### src/design/bekc_pkg.sv
// bekc_pkg: shared types, codes and constants for the end knot change block
// word layouts, controller command and status, register indexes
// no dependencies
`default_nettype none

package bekc_pkg;

  localparam int DEG_MAX    = 7;
  localparam int MAX_COORDS = 8;

  // input functions
  localparam logic [1:0] FUNC_OLD_KNOT = 2'd0;
  localparam logic [1:0] FUNC_NEW_KNOT = 2'd1;
  localparam logic [1:0] FUNC_CTRL     = 2'd2;
  localparam logic [1:0] FUNC_START    = 2'd3;

  // error codes
  localparam logic [1:0] ERR_OK    = 2'd0;
  localparam logic [1:0] ERR_ZERO  = 2'd1;
  localparam logic [1:0] ERR_SHORT = 2'd2;

  // configuration register indexes
  localparam logic [1:0] REG_DEGREE    = 2'd0;
  localparam logic [1:0] REG_SIDE      = 2'd1;
  localparam logic [1:0] REG_COORD_CNT = 2'd2;
  localparam logic [1:0] REG_LAST_KNOT = 2'd3;

  // quotient bits of the alpha divider
  localparam int QBITS = 19;

  typedef struct packed {
    logic [1:0]         func;
    logic [3:0]         slot;
    logic [2:0]         coord_sel;
    logic signed [31:0] value;
  } in_word_t;

  typedef struct packed {
    logic [11:0]        point_index;
    logic [2:0]         coord_id;
    logic signed [31:0] coordinate;
    logic [1:0]         error;
    logic               last;
  } out_word_t;

  typedef enum logic [3:0] {
    OP_NONE,
    OP_LOAD,
    OP_CLRZ,
    OP_CRD,
    OP_WRW,
    OP_KRD1,
    OP_KRD2,
    OP_SETUP,
    OP_DIV,
    OP_ALPHA,
    OP_MUL,
    OP_BLEND,
    OP_RRD,
    OP_RWR,
    OP_ORD,
    OP_OUT
  } op_t;

  typedef struct packed {
    op_t        op;
    logic [2:0] c;
    logic [2:0] k;
    logic [2:0] x;
    logic [2:0] jj;
    logic [2:0] ii;
    logic       last;
    logic       short_err;
  } cmd_t;

  typedef struct packed {
    logic out_busy;
  } stat_t;

  typedef struct packed {
    logic [2:0]  deg;
    logic        side;
    logic [11:0] last_knot;
  } geom_t;

endpackage

`default_nettype wire

### src/design/bekc_ctrl.sv
// bekc_ctrl: sequencer for loads, the blending triangle and result delivery
// depends on bekc_pkg
`default_nettype none

module bekc_ctrl (
  input  wire logic           clk,
  input  wire logic           rst_n,
  input  wire logic           in_valid,
  output logic                in_stall,
  input  wire logic [1:0]     in_func,
  input  wire bekc_pkg::geom_t geom,
  input  wire logic [3:0]     nc,
  input  wire bekc_pkg::stat_t stat,
  output bekc_pkg::cmd_t      cmd
);
  import bekc_pkg::*;

  typedef enum logic [3:0] {
    S_IDLE, S_CRD, S_WRW, S_KRD1, S_KRD2, S_SETUP, S_DIV, S_ALPHA,
    S_MUL, S_BLEND, S_RRD, S_RWR, S_ORD, S_OUT, S_ERR
  } state_t;

  state_t     state_r, state_nxt;
  logic [2:0] c_r, c_nxt, k_r, k_nxt, x_r, x_nxt, jj_r, jj_nxt, ii_r, ii_nxt;
  logic [4:0] bit_r, bit_nxt;
  logic [2:0] deg, nc_m1, j_first, j_final, i_first;
  logic       accept, short_kv, out_last;

  assign deg      = geom.deg;
  assign nc_m1    = 3'(nc - 4'd1);
  assign j_first  = geom.side ? 3'd0 : 3'd1;
  assign j_final  = geom.side ? 3'(deg - 3'd1) : deg;
  assign i_first  = geom.side ? 3'(deg - 3'd1) : deg;
  assign in_stall = (state_r != S_IDLE);
  assign accept   = in_valid && !in_stall;
  assign short_kv = geom.side && (geom.last_knot < 12'({deg, 1'b1}));
  assign out_last = (k_r == 3'(deg - 3'd1)) && (c_r == nc_m1);

  // command to the datapath
  always_comb begin
    cmd = '0;
    cmd.c    = c_r;
    cmd.k    = k_r;
    cmd.x    = x_r;
    cmd.jj   = jj_r;
    cmd.ii   = ii_r;
    cmd.last = out_last;
    cmd.op   = OP_NONE;
    unique case (state_r)
      S_IDLE: begin
        if (accept) cmd.op = (in_func == FUNC_START) ? OP_CLRZ : OP_LOAD;
      end
      S_CRD:   cmd.op = OP_CRD;
      S_WRW:   cmd.op = OP_WRW;
      S_KRD1:  cmd.op = OP_KRD1;
      S_KRD2:  cmd.op = OP_KRD2;
      S_SETUP: cmd.op = OP_SETUP;
      S_DIV:   cmd.op = OP_DIV;
      S_ALPHA: cmd.op = OP_ALPHA;
      S_MUL:   cmd.op = OP_MUL;
      S_BLEND: cmd.op = OP_BLEND;
      S_RRD:   cmd.op = OP_RRD;
      S_RWR:   cmd.op = OP_RWR;
      S_ORD:   cmd.op = OP_ORD;
      S_OUT:   if (!stat.out_busy) cmd.op = OP_OUT;
      S_ERR: begin
        if (!stat.out_busy) begin
          cmd.op        = OP_OUT;
          cmd.short_err = 1'b1;
        end
      end
      default: cmd.op = OP_NONE;
    endcase
  end

  // next state and loop counters
  always_comb begin
    state_nxt = state_r;
    c_nxt     = c_r;
    k_nxt     = k_r;
    x_nxt     = x_r;
    jj_nxt    = jj_r;
    ii_nxt    = ii_r;
    bit_nxt   = bit_r;
    unique case (state_r)
      S_IDLE: begin
        if (accept && in_func == FUNC_START) begin
          c_nxt = '0;
          k_nxt = '0;
          x_nxt = '0;
          state_nxt = short_kv ? S_ERR : S_CRD;
        end
      end
      S_CRD: state_nxt = S_WRW;
      S_WRW: begin
        if (x_r == deg) begin
          jj_nxt    = j_first;
          ii_nxt    = i_first;
          state_nxt = S_KRD1;
        end else begin
          x_nxt     = 3'(x_r + 3'd1);
          state_nxt = S_CRD;
        end
      end
      S_KRD1: state_nxt = S_KRD2;
      S_KRD2: state_nxt = S_SETUP;
      S_SETUP: begin
        bit_nxt   = '0;
        state_nxt = S_DIV;
      end
      S_DIV: begin
        bit_nxt = 5'(bit_r + 5'd1);
        if (bit_r == 5'(QBITS - 1)) state_nxt = S_ALPHA;
      end
      S_ALPHA: state_nxt = S_MUL;
      S_MUL:   state_nxt = S_BLEND;
      S_BLEND: begin
        if (ii_r == jj_r) begin
          if (jj_r == j_final) begin
            state_nxt = S_RRD;
          end else begin
            jj_nxt    = 3'(jj_r + 3'd1);
            ii_nxt    = i_first;
            state_nxt = S_KRD1;
          end
        end else begin
          ii_nxt    = 3'(ii_r - 3'd1);
          state_nxt = S_KRD1;
        end
      end
      S_RRD: state_nxt = S_RWR;
      S_RWR: begin
        x_nxt = '0;
        if (k_r != 3'(deg - 3'd1)) begin
          k_nxt     = 3'(k_r + 3'd1);
          state_nxt = S_CRD;
        end else if (c_r != nc_m1) begin
          k_nxt     = '0;
          c_nxt     = 3'(c_r + 3'd1);
          state_nxt = S_CRD;
        end else begin
          k_nxt     = '0;
          c_nxt     = '0;
          state_nxt = S_ORD;
        end
      end
      S_ORD: state_nxt = S_OUT;
      S_OUT: begin
        if (!stat.out_busy) begin
          if (out_last) begin
            state_nxt = S_IDLE;
          end else begin
            if (c_r == nc_m1) begin
              c_nxt = '0;
              k_nxt = 3'(k_r + 3'd1);
            end else begin
              c_nxt = 3'(c_r + 3'd1);
            end
            state_nxt = S_ORD;
          end
        end
      end
      S_ERR: if (!stat.out_busy) state_nxt = S_IDLE;
      default: state_nxt = S_IDLE;
    endcase
  end

  // state and counters
  always_ff @(posedge clk) begin
    if (!rst_n) begin
      state_r <= S_IDLE;
      c_r     <= '0;
      k_r     <= '0;
      x_r     <= '0;
      jj_r    <= '0;
      ii_r    <= '0;
      bit_r   <= '0;
    end else begin
      state_r <= state_nxt;
      c_r     <= c_nxt;
      k_r     <= k_nxt;
      x_r     <= x_nxt;
      jj_r    <= jj_nxt;
      ii_r    <= ii_nxt;
      bit_r   <= bit_nxt;
    end
  end

endmodule

`default_nettype wire

### config.mk
export PLATFORM = sky130hd
export DESIGN_NAME = bekc_ctrl
export DESIGN_NICKNAME = d
export VERILOG_FILES = /design/src/design/bekc_pkg.sv /design/src/design/bekc_ctrl.sv
export SDC_FILE = /design/constraint.sdc
export NUM_CORES = 1
export LEC_CHECK = 0
export ABC_AREA = 1
export BUFFER_PORTS_ARGS = -buffer_cell sky130_fd_sc_hd__buf_2
export CAP_MARGIN = 20
export CORE_AREA = 4 4 82 84
export DETAILED_ROUTE_END_ITERATION = 16
export DIE_AREA = 0 0 86 88
export MAX_ROUTING_LAYER = met4
export PLACE_DENSITY_LB_ADDON = 0.3
export REMOVE_ABC_BUFFERS = 1
export SYNTH_ARGS = -nofsm -noshare
export SYNTH_HDL_FRONTEND = slang
export SYNTH_SLANG_ARGS = --single-unit
### constraint.sdc
create_clock -name clk -period 3.2 [get_ports clk]
set_clock_uncertainty 0.1 [all_clocks]
set_input_delay 0.64 -clock clk [delete_from_list [all_inputs] [get_ports clk]]
set_output_delay 0.64 -clock clk [all_outputs]
set_load 0.01 [all_outputs]
## After elaboration in Yosys (flattened, before gate mapping)

Index checks and enable logic that the tools add are counted.

- Register bits after elaboration: 24
- Output and inout bits: 22
- Logic and storage cells: 112

- Add/subtract/negate cells: 8
- $lt $le $gt $ge: 1
- Equality and inequality tests: 35
- Mux-type cells: 43
- Reduce and logical (&&, ||, !) cells: 18

Operators with widths:

| cell | count |
|---|---|
| $pmux W4 S15 | 1 |
| $pmux W4 S14 | 1 |
| $mux W3 | 18 |
| $mux W4 | 11 |
| $eq A4 B4 Y1 const B | 7 |
| $pmux W3 S3 | 3 |
| $ne A2 B2 Y1 const B | 11 |
| $eq A4 B3 Y1 const B | 4 |
| $eq A3 B3 Y1 | 5 |
| $add A3 B1 Y3 const B | 4 |
| $lt A12 B4 Y1 | 1 |
| $pmux W3 S2 | 2 |
| $pmux W5 S2 | 1 |
| $reduce_and A5 Y1 | 2 |
| $sub A3 B1 Y3 const B | 3 |
| $eq A4 B2 Y1 const B | 2 |
| $reduce_and A4 Y1 | 2 |
| $mux W2 | 3 |
| $ne A3 B3 Y1 | 2 |
| $reduce_and A3 Y1 | 2 |
| $reduce_bool A3 Y1 | 2 |
| $add A5 B1 Y5 const B | 1 |
| $eq A5 B5 Y1 const B | 1 |
| $eq A4 B1 Y1 const B | 1 |
| other kinds (9) | 15 |

## Depth between registers and ports, before layout

Gate-level depths: netlist (run 1).

- Depth after elaboration: 6
- Depth in mapped cells: 15

## Worst setup path after synthesis (run 1)

No wires, ideal clock.

- Path type: in2out
- From: input port geom[13] (netlist bit)
- To: output port cmd[1] (netlist bit)
- Arrival: 1.647 ns
- Setup slack: 0.813 ns
- Cell stages on the path: 10
- Path through: inv_1 -> ha_1 -> nand2_1 -> inv_1 -> nor2_1 -> nand2_1 -> nor2_1 -> nand2_1 -> inv_1 -> buf_4

- Longest elaborated chain between the ends: 3

RTL lines:

| item | line | RTL |
|---|---|---|
| start: declaration | bekc_ctrl.sv:11 | `input wire bekc_pkg::geom_t geom,` |
| $sub A3 B1 Y3 | bekc_ctrl.sv:37 | `assign out_last = (k_r == 3'(deg - 3'd1)) && (c_r == nc_m1);` |
| $eq A3 B3 Y1 | bekc_ctrl.sv:37 |  |
| $logic_and A1 B1 Y1 | bekc_ctrl.sv:37 |  |
| end: declaration | bekc_ctrl.sv:14 | `output bekc_pkg::cmd_t cmd` |

Every way passes these cells.

==> results of run 1 <==
## registers in the layout (all words and copies together), names as in the netlist
name and count:
x_r 3, state_r 4, bit_r 5, c_r 3, ii_r 3, jj_r 3, k_r 3
## placed cells by master (no fill, tap or decap), types with 2 or more instances in the layout
cell	n
nand2_1	102
buf_2	46
inv_1	38
nand3_1	30
nor2_1	28
dfxtp_1	24
a21oi_1	23
o21ai_0	13
inv_2	12
ha_1	12
xnor2_1	8
nand4_1	7
o21ai_1	7
nand2_2	6
clkbuf_8	3
nor2_2	2
nor2_4	2
nor3_1	2
xor2_1	2
## cell families after synthesis
family                     count (synthesis)
adders and majority gates                 12
xor gates and xnor gates                  10
AOI/OAI and AO/OA                         52
muxes                                      1
and+or+nand+nor                          186
buffers and inverters                     55
DFF                                       24
## final cells by class
type,count,area (sq um),area share (%)
Multi-Input combinational cell,261,1369,55.96
Sequential cell,24,480.5,19.64
Timing Repair Buffer,46,230.2,9.412
Inverter,52,201.4,8.235
Tap cell,75,93.84,3.836
Clock buffer,3,41.29,1.688
Clock inverter,1,30.03,1.228
## where the power goes
part           internal (W)  leakage (nW)  switching [W]
combinational     0.0000591          1.02      0.0000895
sequential         0.000306         0.194     0.00000985
clock              0.000167        0.0357       0.000106
total              0.000532          1.25       0.000205
## per-layer routing
metal | vias to the layer above | global-route usage, % | part of all wire (%)
met1 | 996 | 17.10 | 46
met4 | 0 | 2.878 | 1.5
met2 | 34 | 26.98 | 49
met5 | - | - | 0
met3 | 6 | 2.822 | 3.8
li1 | 1194 | - | -
## per-stage QoR
step	total power [W]	cell area, sq um	hold slack [ps]	setup slack [ps]
global route	0.0007820	2446	437.5	239.7
finish	0.0007372	2446	402.2	452.1
detailed placement	0.0004722	2375	391.1	453.9
CTS	0.0007489	2446	407.9	443.1
global placement	0.0004694	2375	384.1	457.5
floorplan	0.0004210	2051	359.0	873.6
## worst max-delay path: cells and delay by family
family	cells	cell delay, ps
fa+ha+maj	1	340
buf+inv	5	480
simple gates	5	530
## path summary, 6_finish.rpt
path                                  from  endpoint  slack (ps)
worst max-delay path              geom[13]    cmd[1]         450
worst min-delay path              bit_r[4]  bit_r[4]         400
worst max register to register  state_r[1]    x_r[1]        1330
worst min register to register    bit_r[4]  bit_r[4]         400
## synth_stat cells
cell type,instances
nor2_1,28
nand3_1,30
o21ai_1,7
clkbuf_1,1
a21boi_0,1
nor3b_2,1
xor2_1,2
nand3_4,1
nor2_4,2
ha_1,12
clkinv_4,1
inv_1,38
a31oi_1,1
o211ai_1,1
nand3_2,1
dfxtp_1,24
o311ai_0,1
inv_2,12
o21ai_0,13
nand3b_1,1
nand2_4,1
nand2_1,102
clkinv_2,1
nor3_1,2
or2_2,1
nand4_1,7
buf_4,2
o21ai_2,1
o22ai_1,1
xnor2_1,8
mux2i_1,1
nor2_2,2
a221oi_1,1
a211oi_1,1
a21oi_1,23
o221ai_1,1
nand2_2,6
or2_0,1
==> results.md, run 1 <==
* Minimum clock period at roughly 2700 ps
* Status: finished clean
* Post-CTS setup buffer count at 0
* Largest family of logic cells by synthesized area: simple AND/OR/NAND/NOR gates
* Setup violators final at 0
* Crit-path cells: buf_2, inv_1, ha_1, nand2_1, inv_1, nor2_1, nand2_1, nor2_1, nand2_1, inv_1, buf_2
* Crit end category: primary output
* CTS resizes at 0
* Crit-path slowest cell: ha_1
* Worst Path Arrival at about 2000 ps
* CTS Buf Count at 3
* Core area at 0.005921 sq mm
* Yosys reg bits at 24
* Drt wl/cell at between 10 and 15 microns
* Worst skew pair latency at about 270 ps
* Worst path max stage delay at around 340 ps
* DPL Wire Length at 4.250 mm
* Post-synthesis xor/xnor area fraction at under 10%
* Synth Area in Simple Gates at ~40%
* Max Clk Rate at approximately 360 MHz
* Worst-margin pin slew at 569.6 ps
* Routed Antenna Nets at 0
* Lkg Pwr at around 1.2 nW
* Final period util at 85.87%
* Final core utilization at 41.31%
* CTS Hold Bufs at 0
* Die H at 88 microns
* Worst Reg-to-Reg Cells at 7
* Number of global-route vias before repair at between 2,000 and 2,500
* Root buf cell: clkbuf_8
* Ys Warns at 0
* H-tree levels at 1
* Worst EP required at about 2500 ps
* RSZ-0062 raised after global routing: no
* Global-route wire length before repair at 9.004 mm
* Vias at 2,230
* Synth Instances at 340
* I/O pin total at 48
* Mux share of post-synthesis cell area at 0.4837%
* # port buffers at 46
* Fraction of layout cells with a size suffix above 1 at between 20 and 25%
* Syn Std Cell Area at 0.002069 sq mm
* Synth-to-layout area growth at 18.20%
* Synth Area per Inst at 6.087 sq um
* All-layer global routing usage at between 10% and 20%
* TNS Setup at 0 ps
* # diodes at 0
* CTS tree: done
* CP Launch Type: input pin
* Yosys cell types at 38
* Detailed Routing Iterations Pass 1 at 4
* Die area at around 0.0076 sq mm
* Initial core utilization at about a third
* Complex-gate fraction of the synthesized area at 13.78%
* Adder-cell area share of the yosys netlist at 7.255%
* Area leader, netlist: dfxtp_1
* Ranking of synthesized cells by area: dfxtp_1, nand2_1, ha_1
* Maxcap violations at 0
* Slew Viols, Final at 0
* Worst Hold Depth at 2
* Slew HR at 61.98%
* Seq/Total Area, Yosys at approximately 23%
* Dpl cells at between 400 and 500
* Non-Filler Instances at between 400 and 500
* Die Width at ~86 microns
* Via/cell ratio at between 4 and 5
* HP Class: reg2reg
* GP Congestion at around 0.84
* Clock transition at the registers of the reported paths at 90 ps
* Max rail drop VDD at approximately 0.00025 V
* Pwr per Cell Area at about 300 mW/mm^2
* CTS Sinks at 24
* Gr ovfl total at 0
* Largest net degree at the start of global routing at 17
* Initial antenna violation count at 0
* Filler cells at approximately 660
* Top cell type's share of synthesized area at between 20% and 30%
* Drt drc at 0
* Peak fanout along the critical path at 4
* Final net count at about 430
* Hold Fails Final Rpt at 0
* Clk buf depth at 2
* Starting DRT DRC Count at 111
* Setup CP Type: in2out
* # rows at 28
* Final wirelength at between 5 and 6 mm
(Power assumes the default switching activity.)
==> run 2, diff against run 1 <==
--- a/config.mk
+++ b/config.mk
@@ -5,12 +5,12 @@
 export SDC_FILE = /design/constraint.sdc
 export NUM_CORES = 1
 export LEC_CHECK = 0
-export ABC_AREA = 1
+export ABC_AREA = 0
 export BUFFER_PORTS_ARGS = -buffer_cell sky130_fd_sc_hd__buf_2
 export CAP_MARGIN = 20
-export CORE_AREA = 4 4 82 84
+export CORE_AREA = 2 2 83 85
 export DETAILED_ROUTE_END_ITERATION = 16
-export DIE_AREA = 0 0 86 88
+export DIE_AREA = 0 0 85 87
 export MAX_ROUTING_LAYER = met4
 export PLACE_DENSITY_LB_ADDON = 0.3
 export REMOVE_ABC_BUFFERS = 1
==> run 2 against run 1 <==
Non-clock buffer count rose by 3. Hold slack got worse by 35 ps. Power fell by 7.9%. Sequential power rose by 2%. Final cell count fell by 15%. Register-to-register slack got worse by 510 ps. Wire length rose by 5.6%. Critical path depth fell by 3. Flip-flop and latch count did not move. Clock power fell by 31%. Critical path type unchanged. Critical endpoint unchanged. Largest cell class unchanged.
==> results.md, run 2 <==
* # rows at 30 (was 28)
* Worst path max stage delay at 360 ps (was 340 ps)
* Area leader, netlist: dfxtp_1 (unchanged)
* Minimum clock period at 2713 ps (was 2748 ps)
* Main synth FF type: dfxtp_1 (unchanged)
* Via/cell ratio at 5.337 (was 4.827)
* Met1 Wirelength at 2.654 mm (was 2.378 mm)
* Gr ovfl total at 0 (unchanged)
* Synth-to-layout area growth at 12.84% (was 18.20%)
* Max reg flops at 5 (unchanged)
* PnR worst setup slack at 487.1 ps (was 452.1 ps)
* Maxcap violations at 0 (unchanged)
* Status: finished clean (unchanged)
* Yosys reg bits at 24 (unchanged)
* Max Clk Rate at 368.6 MHz (was 363.9 MHz)
* Final period util at 84.78% (was 85.87%)
* Final net count at 355 (was 426)
* Highest-count cells in the layout ignoring fill and taps: buf_2, dfxtp_1, nor2_1, o21ai_0, nand2_1 (was nand2_1, buf_2, inv_1, nand3_1, nor2_1)
* Core area at 0.006569 sq mm (was 0.005921 sq mm)
* GP Congestion at 0.8202 (was 0.8407)
* Starting DRT DRC Count at 90 (was 111)
* # diodes at 0 (unchanged)
* Sequential power share at 47.2% (was 42.8%)
* Peak fanout along the critical path at 5 (was 4)
* Die area at 0.007395 sq mm (was 0.007568 sq mm)
* Top Layer Used: met4 (unchanged)
* Slew HR at 43.82% (was 61.98%)
* CTS Buf Count at 3 (unchanged)
* Most common cell after layout, fill and taps aside: buf_2 (was nand2_1)
* Yosys cell types at 60 (was 38)
* Switch Pwr at 0.0002179 W (was 0.0002049 W)
* Fraction of layout cells with a size suffix above 1 at 21.90% (was 20.67%)
* All-layer global routing usage at 15.27% (was 14.89%)
* Worst flop-to-flop path startpoint: state_r[0] (was state_r[1])
* CTS resizes at 0 (unchanged)
* Final wirelength at 5.503 mm (was 5.209 mm)
* Die Width at 85 microns (was 86 microns)
* Worst setup path startpoint: geom[13] (unchanged)
* Synth Instances at 283 (was 340)
* Post-synthesis async set-or-reset flop share at 0% (unchanged)
* HP Class: reg2reg (unchanged)
* CTS Hold Bufs at 0 (unchanged)
* Top cell type's share of synthesized area at 21.72% (was 23.22%)
* Reg2reg setup slack at 820 ps (was 1330 ps)
* Lkg Pwr at 1.099 nW (was 1.245 nW)
* Adder-cell area share of the yosys netlist at 6.787% (was 7.255%)
* Root buf cell: clkbuf_8 (unchanged)
* Critical Path End: cmd[1] (unchanged)
* Drt wl/cell at 13.93 microns (was 11.27 microns)
* Crit-path slowest cell: ha_1 (unchanged)
* Setup CP Type: in2out (unchanged)
* Syn Std Cell Area at 0.002212 sq mm (was 0.002069 sq mm)
* Clock transition at the registers of the reported paths at 90 ps (about the same)
* Synth Area per Inst at 7.817 sq um (was 6.087 sq um)
* EDFF count, synth at 0 (unchanged)
* Hold Fails Final Rpt at 0 (unchanged)
* Largest family of logic cells by synthesized area: simple AND/OR/NAND/NOR gates (unchanged)
* Met3 WL at 160 microns (was 200 microns)
* Post-synthesis xor/xnor area fraction at 11.37% (was 4.232%)
* Met2 wire len at 2.649 mm (was 2.553 mm)
* Pwr Total at 0.0006792 W (was 0.0007372 W)
* Number of global-route vias before repair at 1,981 (was 2,089)
* Slew Viols, Final at 0 (unchanged)
* Worst EP required at 2460 ps (about the same)
* Dpl cells at 392 (was 458)
* Non-Filler Instances at 395 (was 462)
* Worst skew pair latency at 270 ps (about the same)
* Clock network power share at 27.8% (was 37.0%)
* Largest net degree at the start of global routing at 29 (was 17)
* Drt drc at 0 (unchanged)
* WP depth at 8 (was 11)
* Post-CTS setup buffer count at 0 (unchanged)
* DPL Wire Length at 4.185 mm (was 4.250 mm)
* Ys Warns at 0 (unchanged)
* Synth Area in Simple Gates at 26.98% (was 40.39%)
* Mux share of post-synthesis cell area at 1.810% (was 0.4837%)
* Seq/Total Area, Yosys at 21.72% (was 23.22%)
* Top flop regs: bit_r x5, state_r x4 (unchanged)
* RSZ-0062 raised after global routing: no (unchanged)
* H-tree levels at 1 (unchanged)
* Comb power frac at 24.9% (was 20.2%)
* Crit end category: primary output (unchanged)
* Worst r2r dst: c_r[2] (was x_r[1])
* Vias at 2,108 (was 2,230)
* Pre-CTS setup slack at 488.8 ps (was 453.9 ps)
* Max rail drop VDD at 0.0001209 V (was 0.0002521 V)
* Worst-margin pin slew at 841.5 ps (was 569.6 ps)
* Ranking of synthesized cells by area: dfxtp_1, ha_1, xor2_1 (was dfxtp_1, nand2_1, ha_1)
* TNS Setup at 0 ps (unchanged)
* Die H at 87 microns (was 88 microns)
* CTS tree: done (unchanged)
* Worst Path Arrival at 1970 ps (was 2010 ps)
* Delay-heaviest family, CP: buffers and inverters (was simple AND/OR/NAND/NOR gates)
* CP Launch Type: input pin (unchanged)
* Pwr per Cell Area at 272.1 mW/mm^2 (was 301.4 mW/mm^2)
* # port buffers at 46 (unchanged)
* Critical path buffers and inverters at 4 (was 5)
* I/O pin total at 48 (unchanged)
* Crit-path cells: buf_2, inv_1, ha_1, xor2_1, and3_4, nand2b_4, inv_1, buf_2 (was buf_2, inv_1, ha_1, nand2_1, inv_1, nor2_1, nand2_1, nor2_1, nand2_1, inv_1, buf_2)
* Worst Reg-to-Reg Cells at 6 (was 7)
* Complex-gate fraction of the synthesized area at 24.15% (was 13.78%)
* Internal power at 0.0004613 W (was 0.0005322 W)
* Switching Share at 32.08% (was 27.80%)
* Clk buf depth at 2 (unchanged)
* CTS Sinks at 24 (unchanged)
* Initial antenna violation count at 0 (unchanged)
* Most common cell in the netlist: dfxtp_1 (was nand2_1)
* Setup violators final at 0 (unchanged)
* Routed Antenna Nets at 0 (unchanged)
* Commonest cells in the synthesized netlist: dfxtp_1, nor2_1, o21ai_0 (was nand2_1, inv_1, nand3_1)
* Global-route wire length before repair at 9.059 mm (was 9.004 mm)
* Largest Register: bit_r (unchanged)
* Detailed Routing Iterations Pass 1 at 4 (unchanged)
* Initial core utilization at 33.68% (was 34.95%)
[run 2: cell count changes after synthesis, moves of 6 or more]
cell      change
xor2_1       +14
o21ai_1       -7
o21ai_0      +10
clkbuf_1      +6
nand2_1      -80
inv_1        -25
nand3_1      -11
nand2_2       -6
inv_2        -12
[run 2: metal layers]
layer  vias up  global-route usage [%]
met5         -                       -
met4         0                   2.597
met3         5                   2.370
met2        30                   26.63
met1       986                   18.94
li1       1087                       -
[run 2: power groups by stage]
stage	clock network (W)	logic (W)	registers [W]
final	0.000189	0.000169	0.000321
after global routing	0.000204	0.000191	0.000323
after CTS	0.000196	0.000170	0.000320
after detailed placement	0	0.000169	0.000328
after global placement	0	0.000168	0.000327
after floorplan	0	0.000106	0.000327
[run 2: worst min path at each step]
stage	start	to	slack, ps	depth (start not counted)
after floorplan	bit_r[4]	bit_r[4]	320	1
after global placement	bit_r[4]	bit_r[4]	350	1
after detailed placement	bit_r[4]	bit_r[4]	360	1
after CTS	bit_r[4]	bit_r[4]	380	1
after global routing	bit_r[4]	bit_r[4]	400	1
final	bit_r[4]	bit_r[4]	370	1
[run 2: cell families after synthesis]
| kind of cell | Yosys count |
|---|---|
| multiplexers | 4 |
| buffers and inverters | 33 |
| adder cells (fa/ha/maj) | 12 |
| AO/OA/AOI/OAI | 78 |
| flip-flops | 24 |
| XOR/XNOR | 24 |
| AND/OR/NAND/NOR | 108 |
[run 2: worst register-to-register path, stage by stage, from the launching register on]
cell,delay (ps)
dfxtp_1,880
and2_1,430
a22oi_1,220
a31oi_2,230
o311ai_4,170
a21oi_2,140
o22ai_1,90
[run 2: layout make-up]
| cell class | count | area (sq um) |
|---|---|---|
| Inverter | 13 | 48.80 |
| Multi-Input combinational cell | 226 | 1573 |
| Tap cell | 80 | 100.1 |
| Timing Repair Buffer | 49 | 252.7 |
| Fill cell | 686 | 4073 |
| Clock buffer | 3 | 41.29 |
| Sequential cell | 24 | 480.5 |
[run 2: per-stage QoR]
stage	area [sq um]	utilization [%]	hold WS, ps
floorplan	2102	-	321.6
global placement	2455	37.37	351.5
detailed placement	2455	37.37	362.0
CTS	2496	38.00	377.8
global route	2496	38.00	404.3
finish	2496	38.00	367.6
==> run 3, diff against run 2 <==
==> constraint.sdc (replaced) <==
create_clock -name clk -period 2.2 [get_ports clk]
set_clock_uncertainty 0.1 [all_clocks]
set_input_delay 0.44 -clock clk [delete_from_list [all_inputs] [get_ports clk]]
set_output_delay 0.44 -clock clk [all_outputs]
set_load 0.01 [all_outputs]
==> run 3 against run 2 <==
Clock power increased by 38%. Largest cell class unchanged. Worst setup slack got worse by 430 ps. Final area increased by 11%.
==> results.md, run 3 (synthesis results as in run 2) <==
* Die area at 0.007395 sq mm (unchanged)
* Fraction of layout cells with a size suffix above 1 at 31.40% (was 21.90%)
* Drt drc at 0 (unchanged)
* Die H at 87 microns (unchanged)
* Max Clk Rate at ~470 MHz
* Final wirelength at 5.588 mm (was 5.503 mm)
* Sequential power share at 45.3% (was 47.2%)
* Final period util at between 90% and 100%
* Lkg Pwr at 1.244 nW (was 1.099 nW)
* Max rail drop VDD at 0.0002596 V (was 0.0001209 V)
* Hold Fails Final Rpt at 0 (unchanged)
* Initial antenna violation count at 0 (unchanged)
* GP Congestion at 0.8074 (was 0.8202)
* CTS tree: done (unchanged)
* Crit-path slowest cell: xnor3_1 (was ha_1)
* Starting DRT DRC Count at 81 (was 90)
* Switching Share at 30.70% (was 32.08%)
* Clock transition at the registers of the reported paths at 80 ps (was 90 ps)
* Most common cell after layout, fill and taps aside: buf_2 (unchanged)
* Minimum clock period at 2138 ps
* Final core utilization at 42.02% (was 38.00%)
* Worst Path Arrival at 1600 ps (was 1970 ps)
* CP Launch Type: input pin (unchanged)
* Worst skew pair latency at 260 ps (was 270 ps)
* Die Width at 85 microns (unchanged)
* # diodes at 0 (unchanged)
* Largest Register: bit_r (unchanged)
* Worst-margin pin slew at 466.6 ps (was 841.5 ps)
* Worst EP required at 1660 ps (was 2460 ps)
* Initial core utilization at 33.68% (unchanged)
* Gr ovfl total at 0 (unchanged)
* Number of global-route vias before repair at 2,117 (was 1,981)
* Internal power at 0.0007044 W (was 0.0004613 W)
* Pwr per Cell Area at 368.3 mW/mm^2 (was 272.1 mW/mm^2)
* Maxcap violations at 0 (unchanged)
* Worst flop-to-flop path startpoint: k_r[2] (was state_r[0])
* Slew HR at 68.89% (was 43.82%)
* DPL Wire Length at 4.454 mm (was 4.185 mm)
* Drt wl/cell at 13.18 microns (was 13.93 microns)
* Setup CP Type: in2out (unchanged)
* # port buffers at 46 (unchanged)
* HP Class: reg2reg (unchanged)
* Max reg flops at 5 (unchanged)
* Worst Reg-to-Reg Cells at 7 (was 6)
* Global-route wire length before repair at 9.591 mm (was 9.059 mm)
* Highest-count cells in the layout ignoring fill and taps: buf_2, buf_4, nor2_1, o21ai_0, nand2_1 (was buf_2, dfxtp_1, nor2_1, o21ai_0, nand2_1)
* Synth-to-layout area growth at 24.77% (was 12.84%)
* Reg2reg setup slack at 260 ps (was 820 ps)
* Slew Viols, Final at 0 (unchanged)
* Worst Hold Depth at 1 (unchanged)
* I/O pin total at 48 (unchanged)
* Routed Antenna Nets at 0 (unchanged)
* Filler cells at 682 (was 686)
* Worst Min Path Start: bit_r[4] (unchanged)
* Root buf cell: clkbuf_8 (unchanged)
* Largest net degree at the start of global routing at 29 (unchanged)
* Clk buf depth at 2 (unchanged)
* H-tree levels at 1 (unchanged)
* # rows at 30 (unchanged)
* Final net count at 384 (was 355)
* CTS Sinks at 24 (unchanged)
* Switch Pwr at 0.0003121 W (was 0.0002179 W)
* Clock network power share at 25.7% (was 27.8%)
* Top flop regs: bit_r x5, state_r x4 (unchanged)
* Via/cell ratio at 5.191 (was 5.337)
* Comb power frac at 29.0% (was 24.9%)
* CTS Buf Count at 3 (unchanged)
* Vias at 2,201 (was 2,108)
* CTS Hold Bufs at 0 (unchanged)
* Peak fanout along the critical path at 5 (unchanged)
* Crit end category: primary output (unchanged)
* Setup violators final at 0 (unchanged)
* Core area at 0.006569 sq mm (unchanged)
* TNS Setup at 0 ps (unchanged)
* Hold path endpoint: bit_r[4] (unchanged)
* Status: finished clean (unchanged)
* Worst r2r dst: c_r[0] (was c_r[2])
* RSZ-0062 raised after global routing: no (unchanged)
* Detailed Routing Iterations Pass 1 at 4 (unchanged)
* Worst path max stage delay at 420 ps (was 360 ps)
* All-layer global routing usage at 15.93% (was 15.27%)
* Crit-path cells: buf_2, inv_1, ha_2, xnor3_1, nand3_4, nand2b_4, inv_2, buf_6 (was buf_2, inv_1, ha_1, xor2_1, and3_4, nand2b_4, inv_1, buf_2)
run 3: cell types whose count changed in the layout (fill, tap and decap cells not counted), moves of 2 or more:
cell	previous run	this run
dfxtp_2	0	3
buf_4	3	31
ha_1	12	10
inv_1	13	10
inv_2	0	3
dfxtp_1	24	21
run 3: worst max-delay path by stage:
stage	start	end	slack, ps	depth (start not counted)
4_1_cts	geom[13]	cmd[1]	10	8
6_report	nc[1]	cmd[1]	60	8
5_1_grt	state_r[1]	cmd[20]	0.02	5
3_3_place_gp	geom[14]	state_r[0]	-60	9
2_1_floorplan	state_r[1]	cmd[17]	-40	4
3_5_place_dp	geom[13]	c_r[0]	-90	9
run 3: what timing repair did:
item,CTS,global route
pin swaps,1,4
gates resized for setup,3,8
setup endpoints to repair,2,5
buffers inserted,0,3
run 3: through the flow:
step	hold slack, ps	instances	setup slack, ps	power (W)	cell area, sq um
after floorplan	321.6	263	-42.61	0.0006294	2102
after global placement	348.3	418	-59.06	0.0007512	2663
after detailed placement	356.2	418	-92.61	0.0007536	2663
after CTS	369.5	421	11.09	0.001024	2719
after global routing	382.2	424	0.01588	0.001080	2760
final	362.0	424	61.79	0.001016	2760
run 3: power groups by stage:
| stage | clock network [W] | registers, W | logic [W] |
|---|---|---|---|
| floorplan | 0 | 0.000475 | 0.000155 |
| global placement | 0 | 0.000470 | 0.000281 |
| detailed placement | 0 | 0.000470 | 0.000284 |
| CTS | 0.000274 | 0.000460 | 0.000289 |
| global route | 0.000288 | 0.000462 | 0.000330 |
| finish | 0.000261 | 0.000461 | 0.000295 |
run 3: final cells by class:
class,count,area (sq um),share of cell area (%)
clock buffer,3,41.29,1.496
multi-input combinational,226,1597,57.84
tap,80,100.1,3.626
inverter,13,48.80,1.768
sequential,24,484.2,17.54
timing repair buffer,78,489.2,17.72
run 3: per-layer routing:
metal  track usage (%)  up-vias  part of all wire [%]  routed length (microns)
met1             20.16     1016                    47                     2654
met3             2.749        2                   4.1                      230
li1                  -     1142                     -                        -
met4             2.309        0                  0.47                       26
met5                 -        -                     0                        0
met2             27.27       41                    48                     2677
run 3: critical path, delay by kind of cell:
kind / cells / cell delay, ps
xor+xnor: 1 / 420
fa+ha+maj: 1 / 160
buf+inv: 4 / 290
simple gates: 2 / 290
